[src/rtl/ppcu_pkg.sv]
package ppcu_pkg;

  // palette geometry
  localparam int PAL_BYTES   = 64;
  localparam int INDEX_LOW_W = 6;
  localparam int QUEUE_DEPTH = 2;

  // index register bits
  localparam int           AUTO_INC_BIT = 7;
  localparam logic [7:0]   INDEX_RD_SET = 8'h40;
  localparam logic [7:0]   UNUSED_RD    = 8'hFF;

  // reset values of the shade registers and object maps
  localparam logic [23:0]  MONO0_RST   = 24'hFFFFFF;
  localparam logic [23:0]  MONO1_RST   = 24'hAAAAAA;
  localparam logic [23:0]  MONO2_RST   = 24'h555555;
  localparam logic [23:0]  MONO3_RST   = 24'h000000;
  localparam logic [7:0]   OBJ_MAP_RST = 8'hFF;

  // stream widths
  localparam int IN_DATA_W  = 24;
  localparam int OUT_DATA_W = 32;
  localparam int CFG_DATA_W = 24;

  typedef enum logic [1:0] {
    CMD_WRITE = 2'd0,
    CMD_READ  = 2'd1,
    CMD_PIXEL = 2'd2
  } cmd_t;

  typedef enum logic [2:0] {
    SEL_BG_INDEX  = 3'd0,
    SEL_BG_DATA   = 3'd1,
    SEL_OBJ_INDEX = 3'd2,
    SEL_OBJ_DATA  = 3'd3,
    SEL_BG_MONO   = 3'd4,
    SEL_OBJ_MONO0 = 3'd5,
    SEL_OBJ_MONO1 = 3'd6
  } sel_t;

  typedef enum logic [2:0] {
    CFG_COLOUR_MODE = 3'd0,
    CFG_BG_ENABLE   = 3'd1,
    CFG_MONO0       = 3'd2,
    CFG_MONO1       = 3'd3,
    CFG_MONO2       = 3'd4,
    CFG_MONO3       = 3'd5
  } cfg_idx_t;

  typedef enum logic [1:0] {
    MAP_BG   = 2'd0,
    MAP_OBJ0 = 2'd1,
    MAP_OBJ1 = 2'd2
  } map_t;

  typedef enum logic {
    KIND_READ  = 1'b0,
    KIND_PIXEL = 1'b1
  } kind_t;

  typedef struct packed {
    logic             colour_mode;
    logic             bg_layer_en;
    logic [3:0][23:0] mono;
  } cfg_t;

  // one classified item as it waits between front and back
  typedef struct packed {
    cmd_t       op;
    sel_t       sel;
    logic [7:0] wdata;
    logic       colour;
    logic       pix_obj;
    map_t       map;
    logic [4:0] entry;
  } op_t;

  function automatic logic [7:0] widen5(input logic [4:0] c);
    widen5 = {c, c[4:2]};
  endfunction

endpackage

[src/rtl/ppcu_ram.sv]
module ppcu_ram #(
  parameter int WIDTH = 8,
  parameter int DEPTH = 32
) (
  input  logic                     clk,
  input  logic                     we,
  input  logic [$clog2(DEPTH)-1:0] waddr,
  input  logic [WIDTH-1:0]         wdata,
  input  logic                     re,
  input  logic [$clog2(DEPTH)-1:0] raddr,
  output logic [WIDTH-1:0]         rdata
);

  logic [WIDTH-1:0] mem [DEPTH];
  logic [WIDTH-1:0] rdata_r;

  always_ff @(posedge clk) begin
    if (we) begin
      mem[waddr] <= wdata;
    end
    if (re) begin
      rdata_r <= mem[raddr];
    end
  end

  assign rdata = rdata_r;

endmodule

[src/rtl/ppcu_front.sv]
module ppcu_front import ppcu_pkg::*; (
  input  logic                 in_tvalid,
  output logic                 in_tready,
  input  logic [1:0]           in_tuser,
  input  logic [IN_DATA_W-1:0] in_tdata,
  input  cfg_t                 cfg,
  input  logic                 q_full,
  output logic                 push,
  output op_t                  push_op
);

  logic [2:0] sel;
  logic [7:0] wdata;
  logic [1:0] bg_id;
  logic [2:0] bg_pal;
  logic       sp_present;
  logic [1:0] sp_id;
  logic [2:0] sp_pal;
  logic       sp_behind;
  logic [1:0] bg_id_eff;
  logic       use_sprite;
  logic       known_cmd;

  assign sel        = in_tdata[2:0];
  assign wdata      = in_tdata[10:3];
  assign bg_id      = in_tdata[12:11];
  assign bg_pal     = in_tdata[15:13];
  assign sp_present = in_tdata[16];
  assign sp_id      = in_tdata[18:17];
  assign sp_pal     = in_tdata[21:19];
  assign sp_behind  = in_tdata[22];

  always_comb begin
    // monochrome with background off blanks the background colour
    bg_id_eff = (!cfg.colour_mode && !cfg.bg_layer_en) ? 2'd0 : bg_id;
    // master priority in colour mode overrides the normal sprite rule
    use_sprite = sp_present &&
                 ((cfg.colour_mode && cfg.bg_layer_en) ||
                  !((sp_id == 2'd0) || (sp_behind && (bg_id_eff != 2'd0))));
  end

  always_comb begin
    push_op.op      = cmd_t'(in_tuser);
    push_op.sel     = sel_t'(sel);
    push_op.wdata   = wdata;
    push_op.colour  = cfg.colour_mode;
    push_op.pix_obj = use_sprite;
    push_op.entry   = use_sprite ? {sp_pal, sp_id} : {bg_pal, bg_id_eff};
    if (!use_sprite) begin
      push_op.map = MAP_BG;
    end else if (sp_pal[0]) begin
      push_op.map = MAP_OBJ1;
    end else begin
      push_op.map = MAP_OBJ0;
    end
  end

  always_comb begin
    unique case (cmd_t'(in_tuser))
      CMD_WRITE, CMD_READ, CMD_PIXEL: known_cmd = 1'b1;
      default:                        known_cmd = 1'b0;
    endcase
  end

  // the unused command is taken and dropped here
  assign in_tready = !q_full;
  assign push      = in_tvalid && !q_full && known_cmd;

endmodule

[src/rtl/ppcu_queue.sv]
module ppcu_queue import ppcu_pkg::*; (
  input  logic clk,
  input  logic rst_n,
  input  logic push,
  input  op_t  push_op,
  output logic full,
  input  logic pop,
  output logic q_vld,
  output op_t  q_op
);

  localparam int PTR_W = (QUEUE_DEPTH > 1) ? $clog2(QUEUE_DEPTH) : 1;
  localparam int CNT_W = $clog2(QUEUE_DEPTH + 1);

  op_t              mem_r [QUEUE_DEPTH];
  logic [PTR_W-1:0] wr_ptr_r, wr_ptr_nxt;
  logic [PTR_W-1:0] rd_ptr_r, rd_ptr_nxt;
  logic [CNT_W-1:0] cnt_r, cnt_nxt;

  function automatic logic [PTR_W-1:0] ptr_inc(input logic [PTR_W-1:0] p);
    if (p == PTR_W'(QUEUE_DEPTH - 1)) begin
      ptr_inc = '0;
    end else begin
      ptr_inc = p + 1'b1;
    end
  endfunction

  always_comb begin
    wr_ptr_nxt = push ? ptr_inc(wr_ptr_r) : wr_ptr_r;
    rd_ptr_nxt = pop  ? ptr_inc(rd_ptr_r) : rd_ptr_r;
    cnt_nxt    = cnt_r + CNT_W'(push) - CNT_W'(pop);
  end

  always_ff @(posedge clk) begin
    if (!rst_n) begin
      wr_ptr_r <= '0;
      rd_ptr_r <= '0;
      cnt_r    <= '0;
    end else begin
      wr_ptr_r <= wr_ptr_nxt;
      rd_ptr_r <= rd_ptr_nxt;
      cnt_r    <= cnt_nxt;
    end
  end

  always_ff @(posedge clk) begin
    if (push) begin
      mem_r[wr_ptr_r] <= push_op;
    end
  end

  assign full  = (cnt_r == CNT_W'(QUEUE_DEPTH));
  assign q_vld = (cnt_r != '0);
  assign q_op  = mem_r[rd_ptr_r];

endmodule

[src/rtl/ppcu_back.sv]
module ppcu_back import ppcu_pkg::*; #(
  parameter int PALETTE_BYTES = PAL_BYTES
) (
  input  logic                  clk,
  input  logic                  rst_n,
  input  cfg_t                  cfg,
  input  logic                  q_vld,
  input  op_t                   q_op,
  output logic                  pop,
  output logic                  out_tvalid,
  input  logic                  out_tready,
  output logic                  out_tuser,
  output logic [OUT_DATA_W-1:0] out_tdata
);

  localparam int ADDR_W = $clog2(PALETTE_BYTES);
  localparam int PAIR_W = ADDR_W - 1;
  localparam int PAIRS  = PALETTE_BYTES / 2;

  // architectural state
  logic [7:0]               bg_index_r, bg_index_nxt;
  logic [7:0]               obj_index_r, obj_index_nxt;
  logic [7:0]               bg_map_r, bg_map_nxt;
  logic [7:0]               obj_map0_r, obj_map0_nxt;
  logic [7:0]               obj_map1_r, obj_map1_nxt;
  logic [PALETTE_BYTES-1:0] bg_vld_r, bg_vld_nxt;
  logic [PALETTE_BYTES-1:0] obj_vld_r, obj_vld_nxt;

  // issue stage
  logic        a_vld_r, a_vld_nxt;
  logic        a_pixel_r, a_ram_r, a_obj_r, a_odd_r, a_vlo_r, a_vhi_r;
  logic [7:0]  a_byte_r;
  logic [23:0] a_rgb_r;

  // output register
  logic                  out_vld_r, out_vld_nxt;
  logic                  out_kind_r;
  logic [OUT_DATA_W-1:0] out_data_r;

  logic              a_adv;
  logic              is_wr, is_rd, is_pix;
  logic              bg_wr, obj_wr;
  logic [PAIR_W-1:0] bg_pair, obj_pair, use_pair;
  logic              use_obj;
  logic [PALETTE_BYTES-1:0] use_vld;
  logic              ram_re;
  logic [7:0]        bg_e_q, bg_o_q, obj_e_q, obj_o_q;
  logic              i_ram, i_odd, i_vlo, i_vhi;
  logic [7:0]        i_byte, sel_map;
  logic [1:0]        shade;
  logic [23:0]       i_rgb;
  logic [7:0]        lo, hi;
  logic [15:0]       pair_data;
  logic [OUT_DATA_W-1:0] out_data_nxt;

  assign a_adv = a_vld_r && (!out_vld_r || out_tready);
  assign pop   = q_vld && (!a_vld_r || a_adv);

  assign is_wr  = (q_op.op == CMD_WRITE);
  assign is_rd  = (q_op.op == CMD_READ);
  assign is_pix = (q_op.op == CMD_PIXEL);

  assign bg_wr  = pop && is_wr && (q_op.sel == SEL_BG_DATA);
  assign obj_wr = pop && is_wr && (q_op.sel == SEL_OBJ_DATA);

  assign bg_pair  = is_pix ? q_op.entry[PAIR_W-1:0] : bg_index_r[ADDR_W-1:1];
  assign obj_pair = is_pix ? q_op.entry[PAIR_W-1:0] : obj_index_r[ADDR_W-1:1];
  assign ram_re   = pop && !is_wr;

  // each palette is split into even and odd byte banks so one read gets a colour pair
  ppcu_ram #(.WIDTH(8), .DEPTH(PAIRS)) u_bg_even (
    .clk(clk), .we(bg_wr && !bg_index_r[0]), .waddr(bg_index_r[ADDR_W-1:1]),
    .wdata(q_op.wdata), .re(ram_re), .raddr(bg_pair), .rdata(bg_e_q)
  );
  ppcu_ram #(.WIDTH(8), .DEPTH(PAIRS)) u_bg_odd (
    .clk(clk), .we(bg_wr && bg_index_r[0]), .waddr(bg_index_r[ADDR_W-1:1]),
    .wdata(q_op.wdata), .re(ram_re), .raddr(bg_pair), .rdata(bg_o_q)
  );
  ppcu_ram #(.WIDTH(8), .DEPTH(PAIRS)) u_obj_even (
    .clk(clk), .we(obj_wr && !obj_index_r[0]), .waddr(obj_index_r[ADDR_W-1:1]),
    .wdata(q_op.wdata), .re(ram_re), .raddr(obj_pair), .rdata(obj_e_q)
  );
  ppcu_ram #(.WIDTH(8), .DEPTH(PAIRS)) u_obj_odd (
    .clk(clk), .we(obj_wr && obj_index_r[0]), .waddr(obj_index_r[ADDR_W-1:1]),
    .wdata(q_op.wdata), .re(ram_re), .raddr(obj_pair), .rdata(obj_o_q)
  );

  // register writes and index auto-increment
  always_comb begin
    bg_index_nxt  = bg_index_r;
    obj_index_nxt = obj_index_r;
    bg_map_nxt    = bg_map_r;
    obj_map0_nxt  = obj_map0_r;
    obj_map1_nxt  = obj_map1_r;
    bg_vld_nxt    = bg_vld_r;
    obj_vld_nxt   = obj_vld_r;
    if (pop && is_wr) begin
      unique case (q_op.sel)
        SEL_BG_INDEX:  bg_index_nxt = q_op.wdata;
        SEL_BG_DATA: begin
          bg_vld_nxt[bg_index_r[ADDR_W-1:0]] = 1'b1;
          if (bg_index_r[AUTO_INC_BIT]) begin
            bg_index_nxt = {bg_index_r[7:INDEX_LOW_W],
                            bg_index_r[INDEX_LOW_W-1:0] + 1'b1};
          end
        end
        SEL_OBJ_INDEX: obj_index_nxt = q_op.wdata;
        SEL_OBJ_DATA: begin
          obj_vld_nxt[obj_index_r[ADDR_W-1:0]] = 1'b1;
          if (obj_index_r[AUTO_INC_BIT]) begin
            obj_index_nxt = {obj_index_r[7:INDEX_LOW_W],
                             obj_index_r[INDEX_LOW_W-1:0] + 1'b1};
          end
        end
        SEL_BG_MONO:   bg_map_nxt   = q_op.wdata;
        SEL_OBJ_MONO0: obj_map0_nxt = q_op.wdata;
        SEL_OBJ_MONO1: obj_map1_nxt = q_op.wdata;
        default: ;
      endcase
    end
  end

  // issue: pick palette, capture entry valid bits, resolve register reads and mono shades
  always_comb begin
    use_obj  = is_pix ? q_op.pix_obj : (q_op.sel == SEL_OBJ_DATA);
    use_pair = use_obj ? obj_pair : bg_pair;
    use_vld  = use_obj ? obj_vld_r : bg_vld_r;
    i_vlo    = use_vld[{use_pair, 1'b0}];
    i_vhi    = use_vld[{use_pair, 1'b1}];
    i_odd    = use_obj ? obj_index_r[0] : bg_index_r[0];
    i_ram    = (is_rd && ((q_op.sel == SEL_BG_DATA) || (q_op.sel == SEL_OBJ_DATA))) ||
               (is_pix && q_op.colour);

    unique case (q_op.sel)
      SEL_BG_INDEX:  i_byte = bg_index_r | INDEX_RD_SET;
      SEL_OBJ_INDEX: i_byte = obj_index_r | INDEX_RD_SET;
      SEL_BG_MONO:   i_byte = bg_map_r;
      SEL_OBJ_MONO0: i_byte = obj_map0_r;
      SEL_OBJ_MONO1: i_byte = obj_map1_r;
      default:       i_byte = UNUSED_RD;
    endcase

    unique case (q_op.map)
      MAP_BG:   sel_map = bg_map_r;
      MAP_OBJ0: sel_map = obj_map0_r;
      MAP_OBJ1: sel_map = obj_map1_r;
      default:  sel_map = bg_map_r;
    endcase
    shade = sel_map[{q_op.entry[1:0], 1'b0} +: 2];
    i_rgb = cfg.mono[shade];
  end

  always_comb begin
    if (pop && !is_wr) begin
      a_vld_nxt = 1'b1;
    end else if (a_adv) begin
      a_vld_nxt = 1'b0;
    end else begin
      a_vld_nxt = a_vld_r;
    end
    if (a_adv) begin
      out_vld_nxt = 1'b1;
    end else if (out_tready) begin
      out_vld_nxt = 1'b0;
    end else begin
      out_vld_nxt = out_vld_r;
    end
  end

  // result formation from the registered palette data
  always_comb begin
    if (a_obj_r) begin
      lo = a_vlo_r ? obj_e_q : 8'd0;
      hi = a_vhi_r ? obj_o_q : 8'd0;
    end else begin
      lo = a_vlo_r ? bg_e_q : 8'd0;
      hi = a_vhi_r ? bg_o_q : 8'd0;
    end
    pair_data = {hi, lo};
    if (a_pixel_r) begin
      if (a_ram_r) begin
        out_data_nxt = {widen5(pair_data[14:10]), widen5(pair_data[9:5]),
                        widen5(pair_data[4:0]), 8'd0};
      end else begin
        out_data_nxt = {a_rgb_r[7:0], a_rgb_r[15:8], a_rgb_r[23:16], 8'd0};
      end
    end else begin
      out_data_nxt = {24'd0, a_ram_r ? (a_odd_r ? hi : lo) : a_byte_r};
    end
  end

  always_ff @(posedge clk) begin
    if (!rst_n) begin
      bg_index_r  <= '0;
      obj_index_r <= '0;
      bg_map_r    <= '0;
      obj_map0_r  <= OBJ_MAP_RST;
      obj_map1_r  <= OBJ_MAP_RST;
      bg_vld_r    <= '0;
      obj_vld_r   <= '0;
      a_vld_r     <= 1'b0;
      out_vld_r   <= 1'b0;
    end else begin
      bg_index_r  <= bg_index_nxt;
      obj_index_r <= obj_index_nxt;
      bg_map_r    <= bg_map_nxt;
      obj_map0_r  <= obj_map0_nxt;
      obj_map1_r  <= obj_map1_nxt;
      bg_vld_r    <= bg_vld_nxt;
      obj_vld_r   <= obj_vld_nxt;
      a_vld_r     <= a_vld_nxt;
      out_vld_r   <= out_vld_nxt;
    end
  end

  always_ff @(posedge clk) begin
    if (ram_re) begin
      a_pixel_r <= is_pix;
      a_ram_r   <= i_ram;
      a_obj_r   <= use_obj;
      a_odd_r   <= i_odd;
      a_vlo_r   <= i_vlo;
      a_vhi_r   <= i_vhi;
      a_byte_r  <= i_byte;
      a_rgb_r   <= i_rgb;
    end
    if (a_adv) begin
      out_kind_r <= a_pixel_r ? KIND_PIXEL : KIND_READ;
      out_data_r <= out_data_nxt;
    end
  end

  assign out_tvalid = out_vld_r;
  assign out_tuser  = out_kind_r;
  assign out_tdata  = out_data_r;

  // auto-increment advances the low index bits and keeps the top two
  assert property (@(posedge clk) disable iff (!rst_n)
    bg_wr && bg_index_r[AUTO_INC_BIT] |=>
      (bg_index_r[INDEX_LOW_W-1:0] == $past(bg_index_r[INDEX_LOW_W-1:0]) + 1'b1) &&
      (bg_index_r[7:INDEX_LOW_W] == $past(bg_index_r[7:INDEX_LOW_W])))
    else $error("bg index auto-increment wrong");

  assert property (@(posedge clk) disable iff (!rst_n)
    obj_wr && !obj_index_r[AUTO_INC_BIT] |=> $stable(obj_index_r))
    else $error("obj index moved without auto-increment");

  // entry valid bits only ever set between resets
  assert property (@(posedge clk) disable iff (!rst_n)
    1'b1 |=> ((bg_vld_r & $past(bg_vld_r)) == $past(bg_vld_r)) &&
             ((obj_vld_r & $past(obj_vld_r)) == $past(obj_vld_r)))
    else $error("palette valid bit cleared");

  // a held issue stage must not be overwritten by a new pop
  assert property (@(posedge clk) disable iff (!rst_n)
    a_vld_r && !a_adv |-> !pop)
    else $error("issue stage overrun");

endmodule

[src/rtl/palette_pixel_colour_unit_core.sv]
// Palette and pixel colour unit: holds the background and sprite colour palette RAMs
// (64 bytes each, written and read through an index register whose bit 7 selects
// auto-increment after a data write; index reads return bit 6 set), the three
// monochrome palette maps, and merges one background pixel with an optional sprite
// pixel into an RGB888 colour. Each input transaction carries a command in in_tuser
// (register write, register read or pixel); a write gives no result, a read or a pixel
// gives exactly one result transaction, tagged by out_tuser. Throughput is one
// transaction per clock sustained while out_tready is high: each palette is split
// into an even and an odd byte bank, so one read port per bank fetches a whole
// RGB555 entry. A result goes through the queue entry written at the accepting edge,
// the palette read issue register and the output register before it is offered.
// Configuration writes (mode, background enable, the four monochrome shades) are
// always accepted and must only be made while no transaction is in flight.
module palette_pixel_colour_unit_core import ppcu_pkg::*; #(
  parameter int PALETTE_BYTES = PAL_BYTES
) (
  input  logic                  clk,
  input  logic                  rst_n,
  // command
  input  logic                  in_tvalid,
  output logic                  in_tready,
  input  logic [1:0]            in_tuser,   // [1:0] command
  // [2:0] register_select, [10:3] write_data, [12:11] bg_colour_id,
  // [15:13] bg_palette_number, [16] sprite_present, [18:17] sprite_colour_id,
  // [21:19] sprite_palette_number, [22] sprite_behind_bg, [23] zero
  input  logic [IN_DATA_W-1:0]  in_tdata,
  // result
  output logic                  out_tvalid,
  input  logic                  out_tready,
  output logic                  out_tuser,  // [0] result_kind
  // [7:0] read_data, [15:8] red, [23:16] green, [31:24] blue
  output logic [OUT_DATA_W-1:0] out_tdata,
  // configuration
  input  logic                  cfg_valid,
  output logic                  cfg_ready,
  input  logic [2:0]            cfg_index,
  input  logic [CFG_DATA_W-1:0] cfg_data
);

  cfg_t cfg_r, cfg_nxt;
  logic q_full, push, pop, q_vld;
  op_t  push_op, q_op;

  // configuration registers, writes to unlisted indexes are dropped
  assign cfg_ready = 1'b1;

  always_comb begin
    cfg_nxt = cfg_r;
    if (cfg_valid) begin
      unique case (cfg_idx_t'(cfg_index))
        CFG_COLOUR_MODE: cfg_nxt.colour_mode = cfg_data[0];
        CFG_BG_ENABLE:   cfg_nxt.bg_layer_en = cfg_data[0];
        CFG_MONO0:       cfg_nxt.mono[0]     = cfg_data;
        CFG_MONO1:       cfg_nxt.mono[1]     = cfg_data;
        CFG_MONO2:       cfg_nxt.mono[2]     = cfg_data;
        CFG_MONO3:       cfg_nxt.mono[3]     = cfg_data;
        default: ;
      endcase
    end
  end

  always_ff @(posedge clk) begin
    if (!rst_n) begin
      cfg_r.colour_mode <= 1'b0;
      cfg_r.bg_layer_en <= 1'b0;
      cfg_r.mono        <= {MONO3_RST, MONO2_RST, MONO1_RST, MONO0_RST};
    end else begin
      cfg_r <= cfg_nxt;
    end
  end

  // front: decode and classify the pixel (sprite choice, palette entry)
  ppcu_front u_front (
    .in_tvalid (in_tvalid),
    .in_tready (in_tready),
    .in_tuser  (in_tuser),
    .in_tdata  (in_tdata),
    .cfg       (cfg_r),
    .q_full    (q_full),
    .push      (push),
    .push_op   (push_op)
  );

  // short queue lets the front keep taking transactions while the back stalls
  ppcu_queue u_queue (
    .clk     (clk),
    .rst_n   (rst_n),
    .push    (push),
    .push_op (push_op),
    .full    (q_full),
    .pop     (pop),
    .q_vld   (q_vld),
    .q_op    (q_op)
  );

  // back: register file, palette banks, colour expansion and output register
  ppcu_back #(.PALETTE_BYTES(PALETTE_BYTES)) u_back (
    .clk        (clk),
    .rst_n      (rst_n),
    .cfg        (cfg_r),
    .q_vld      (q_vld),
    .q_op       (q_op),
    .pop        (pop),
    .out_tvalid (out_tvalid),
    .out_tready (out_tready),
    .out_tuser  (out_tuser),
    .out_tdata  (out_tdata)
  );

endmodule

[config.mk]
export PLATFORM = sky130hd
export DESIGN_NAME = palette_pixel_colour_unit_core
export DESIGN_NICKNAME = d
export VERILOG_FILES = /design/src/rtl/ppcu_pkg.sv /design/src/rtl/ppcu_ram.sv /design/src/rtl/ppcu_front.sv /design/src/rtl/ppcu_queue.sv /design/src/rtl/ppcu_back.sv /design/src/rtl/palette_pixel_colour_unit_core.sv
export SDC_FILE = /design/constraint.sdc
export NUM_CORES = 2
export LEC_CHECK = 0
export BUFFER_PORTS_ARGS = -buffer_cell sky130_fd_sc_hd__buf_2
export CAP_MARGIN = 20
export CELL_PAD_IN_SITES_DETAIL_PLACEMENT = 1
export CELL_PAD_IN_SITES_GLOBAL_PLACEMENT = 1
export CORE_MARGIN = 5
export CORE_UTILIZATION = 50
export DETAILED_ROUTE_END_ITERATION = 6
export PLACE_DENSITY_LB_ADDON = 0.1
export SLEW_MARGIN = 20
export SYNTH_ARGS = -nofsm -noshare
export SYNTH_HDL_FRONTEND = slang
export SYNTH_SLANG_ARGS = --single-unit
[constraint.sdc]
create_clock -name clk -period 14.4 [get_ports clk]
set_clock_uncertainty 0.15 [all_clocks]
set_input_delay 2.16 -clock clk [delete_from_list [all_inputs] [get_ports clk]]
set_output_delay 2.16 -clock clk [all_outputs]
set_load 0.03 [all_outputs]
==> reports/metrics.cfg <==
[worst_setup_path]
rrSetupSlack_ns=8.84
path_buf_inv=1
cp-end-kind=flop
crit_arrival_ns=5.85
cpPeakStageDelay_ns=0.99
slowest_stage=nor2_1
crit_type=in -> reg
rr_endpoint=u_back.a_vlo_r
critPathLaunchType=primary input
reg2regPathDepth=9
crit_path_max_fanout=11
crit_family=simple AND/OR/NAND/NOR gates
crit_path_cell_trace=buf_2 > nor2b_1 > a21oi_1 > nand2_1 > a21oi_1 > nor2b_1 > nand3_1 > nor2_1
required_ns=14.62

[place]
gp_congestion=0.810
place_area_um2=60500
hpwl_mm=99.5
dp_slack_ns=8.06
io_buffers=91

[clock_tree]
cts_made_buffers=151
hold_buffers=0
clkLatencyLatePin_ns=0.76
cts_tree=done
cts_sinks=1442
clockBufferDepth=3
post_cts_resized=0
postCtsSetupRepairBufs=0
htreeDepth=4
clkTransAtPathRegs_ns=0.06
root_buffer=clkbuf_16

[power_and_ir_drop]
p_leak_nw=23.2
ir_drop_mv=0.134
power_per_cell_area_nw_per_um2=181
finalPower_mw=11.9

[global_routing]
track_usage_pct=26.8
grt_max_degree=159
grt_overflow=0
grt_antenna_before_repair=3
grt_first_pass_wirelength_mm=256
grt_pass1_vias=40600

[synth]
synth_edf_count=1171
syn_inst=4917
ys_seq_elements=1442
syn-num-nets=4981
synthArstFlopShare_pct=0
syn-cell-area_um2=58900
synth_area_leader_cell=edfxtp_1
ys_seq_area_share_pct=68.9
synth_flop_cell=edfxtp_1
synth_top_area_share_pct=59.7
yosys_warnings=0
synth.avg_cell_area_um2=12.0
synth_cell_types=74
synth_area_leaders=edfxtp_1 60%, dfxtp_1 9.2%, nand2_1 8.6%

[detailed_routing]
drt-total-wl_mm=170
dr.pass1.iters=7
route.detailed.wl_per_inst_um=26.0
vias=39600
drtIter0Drc=3245
drtAntennaViolNets=0
drc_errors=0
via_per_inst=6.05

[floorplan]
die_y_um=353
fp.dieArea_um2=125000
boundaryPins=94
start_util_pct=50.1
fp.dieW_um=353
fp-row-count=126
core-area_um2=117000

[timing]
relSlewSlack_pct=29.0
report.final.slew_viol_count=0
fin_hold_ws_ns=0.309
fmax_ghz=0.178
worst_slack_ns=8.77
setup_viol=0
worstMarginPinSlew_ns=1.06
rsz0062_at_grt=no
fin_crit_sh_pct=39.1
hold_viol=0
fin_crit_ns=5.63
finalSetupTns_ns=0

[finish]
fin_area_um2=65600
nets=4941
area_growth_pct=11.4
drive_gt1_share_pct=9.80

[hold_path]
worstHoldEndpoint=u_back.bg_vld_r[58]
holdPathStages=1
hold_class=reg -> reg
hp-start=u_back.bg_vld_r[58]

[status]
status=complete, no violations

[run]
drv_cap=0

stage by stage:
step           std cells  utilization, %
2_1_floorplan       4917               -
6_report            6545            55.8
3_3_place_gp        6258            51.5
5_1_grt             6544            55.8
4_1_cts             6543            55.8
3_5_place_dp        6259            51.5
metal layers:
| layer | vias to the layer above | GRT usage, % | wire length (um) |
|---|---|---|---|
| met5 | - | 0 | 13 |
| met2 | 1102 | 44.7 | 83100 |
| met3 | 273 | 3.55 | 8580 |
| met1 | 20400 | 37.0 | 73500 |
| met4 | 2 | 7.92 | 4860 |
| li1 | 17800 | - | - |
cell usage in the layout, fill, tap and decap left out, types with 11 or more instances in the layout:
cell / n
a311oi_1: 177
mux4_2: 12
bufinv_16: 11
buf_4: 57
a21oi_1: 79
a31oi_1: 54
a21o_1: 34
nor2_1: 199
a211oi_1: 27
a21boi_0: 69
mux2i_1: 82
nor3_1: 12
o21ai_0: 27
clkbuf_1: 28
dfxtp_1: 271
and3_1: 102
nand2b_1: 22
clkbuf_8: 26
nor2b_1: 22
clkbuf_16: 159
clkinv_1: 19
buf_2: 90
mux2_2: 41
nand2_1: 1345
o21a_1: 136
edfxtp_1: 1171
clkinv_2: 27
o211a_1: 14
nand3_1: 483
o211ai_1: 28
worst max path at each step:
stage | startpoint | slack [ns] | end | cells after the start
2_1_floorplan | out_tready | 6.30 | u_back.a_byte_r[0] | 3
3_3_place_gp | out_tready | 8.29 | u_back.u_obj_even.mem[23][0] | 8
3_5_place_dp | out_tready | 8.06 | u_back.u_obj_even.mem[7][1] | 8
4_1_cts | flop | 8.82 | u_back.a_vlo_r | 9
5_1_grt | flop | 8.62 | u_back.a_vlo_r | 9
6_report | out_tready | 8.77 | u_back.u_obj_even.mem[7][1] | 8
cell families (layout without fill, tap and decap cells):
logic type | count (synthesis) | count (layout) | share of synthesized area, %
simple gates | 2252 | 2252 | 16.4
flops | 1442 | 1442 | 68.9
compound gates | 707 | 707 | 9.00
buf+inv | 365 | 456 | 2.72
mux | 139 | 139 | 2.71
fa+ha+maj | 6 | 6 | 0.127
xor+xnor | 5 | 5 | 0.0744
other cells | 1 | 2 | 0.00637
flip-flops by register name, indices dropped and copies added (netlist names), 24 cells and up, named ones only:
register / cells
u_back.u_bg_even.mem: 256
cfg_r: 98
u_back.out_tdata: 32
u_queue.mem_r: 44
u_back.bg_vld_r: 64
u_back.u_obj_odd.mem: 256
u_back.obj_vld_r: 64
u_back.u_bg_odd.mem: 256
u_back.u_obj_even.mem: 256
u_back.a_rgb_r: 24
report_power, final:
| group | internal [mW] | leakage, nW | switching [mW] | total (mW) |
|---|---|---|---|---|
| logic | 0.760 | 7.92 | 2.07 | 2.83 |
| clock network | 2.35 | 2.52 | 1.63 | 3.98 |
| registers | 4.97 | 12.8 | 0.105 | 5.07 |
| total | 8.08 | 23.2 | 3.81 | 11.9 |
synth_stat cells (5+ instances only):
cell type  instances
edfxtp_1        1171
nor2_1           202
and2_1             9
buf_2             99
mux4_2            12
mux2_2            41
dfxtp_1          271
buf_6              8
nand3b_1           9
mux2i_1           85
and3_1           102
buf_1             14
a211oi_1          27
a31oi_1           54
nor2b_1           23
nand2b_1          22
nand3_1          483
a21boi_0          69
inv_1             17
a311oi_1         177
a22o_1             9
o22ai_1            9
a21oi_1           81
o211a_1           14
o221ai_1           5
o21ai_0           27
ha_1               6
nor3_1            13
nand2_1         1345
buf_4             13
o21a_1           137
a211o_1            9
clkbuf_1         213
nand4_1            8
a21o_1            35
or3_1              9
o211ai_1          28
cell type report:
cell class	instances	area, um^2
diodes	1	2.50
clock buffers	212	4430
clock inverters	72	676
fillers	11800	51900
inverters	18	87.6
multi-input cells	3110	16900
flip-flops and latches	1442	40600
well taps	1536	1920
repair buffers	154	998
Power figures use the tool's default switching activity.
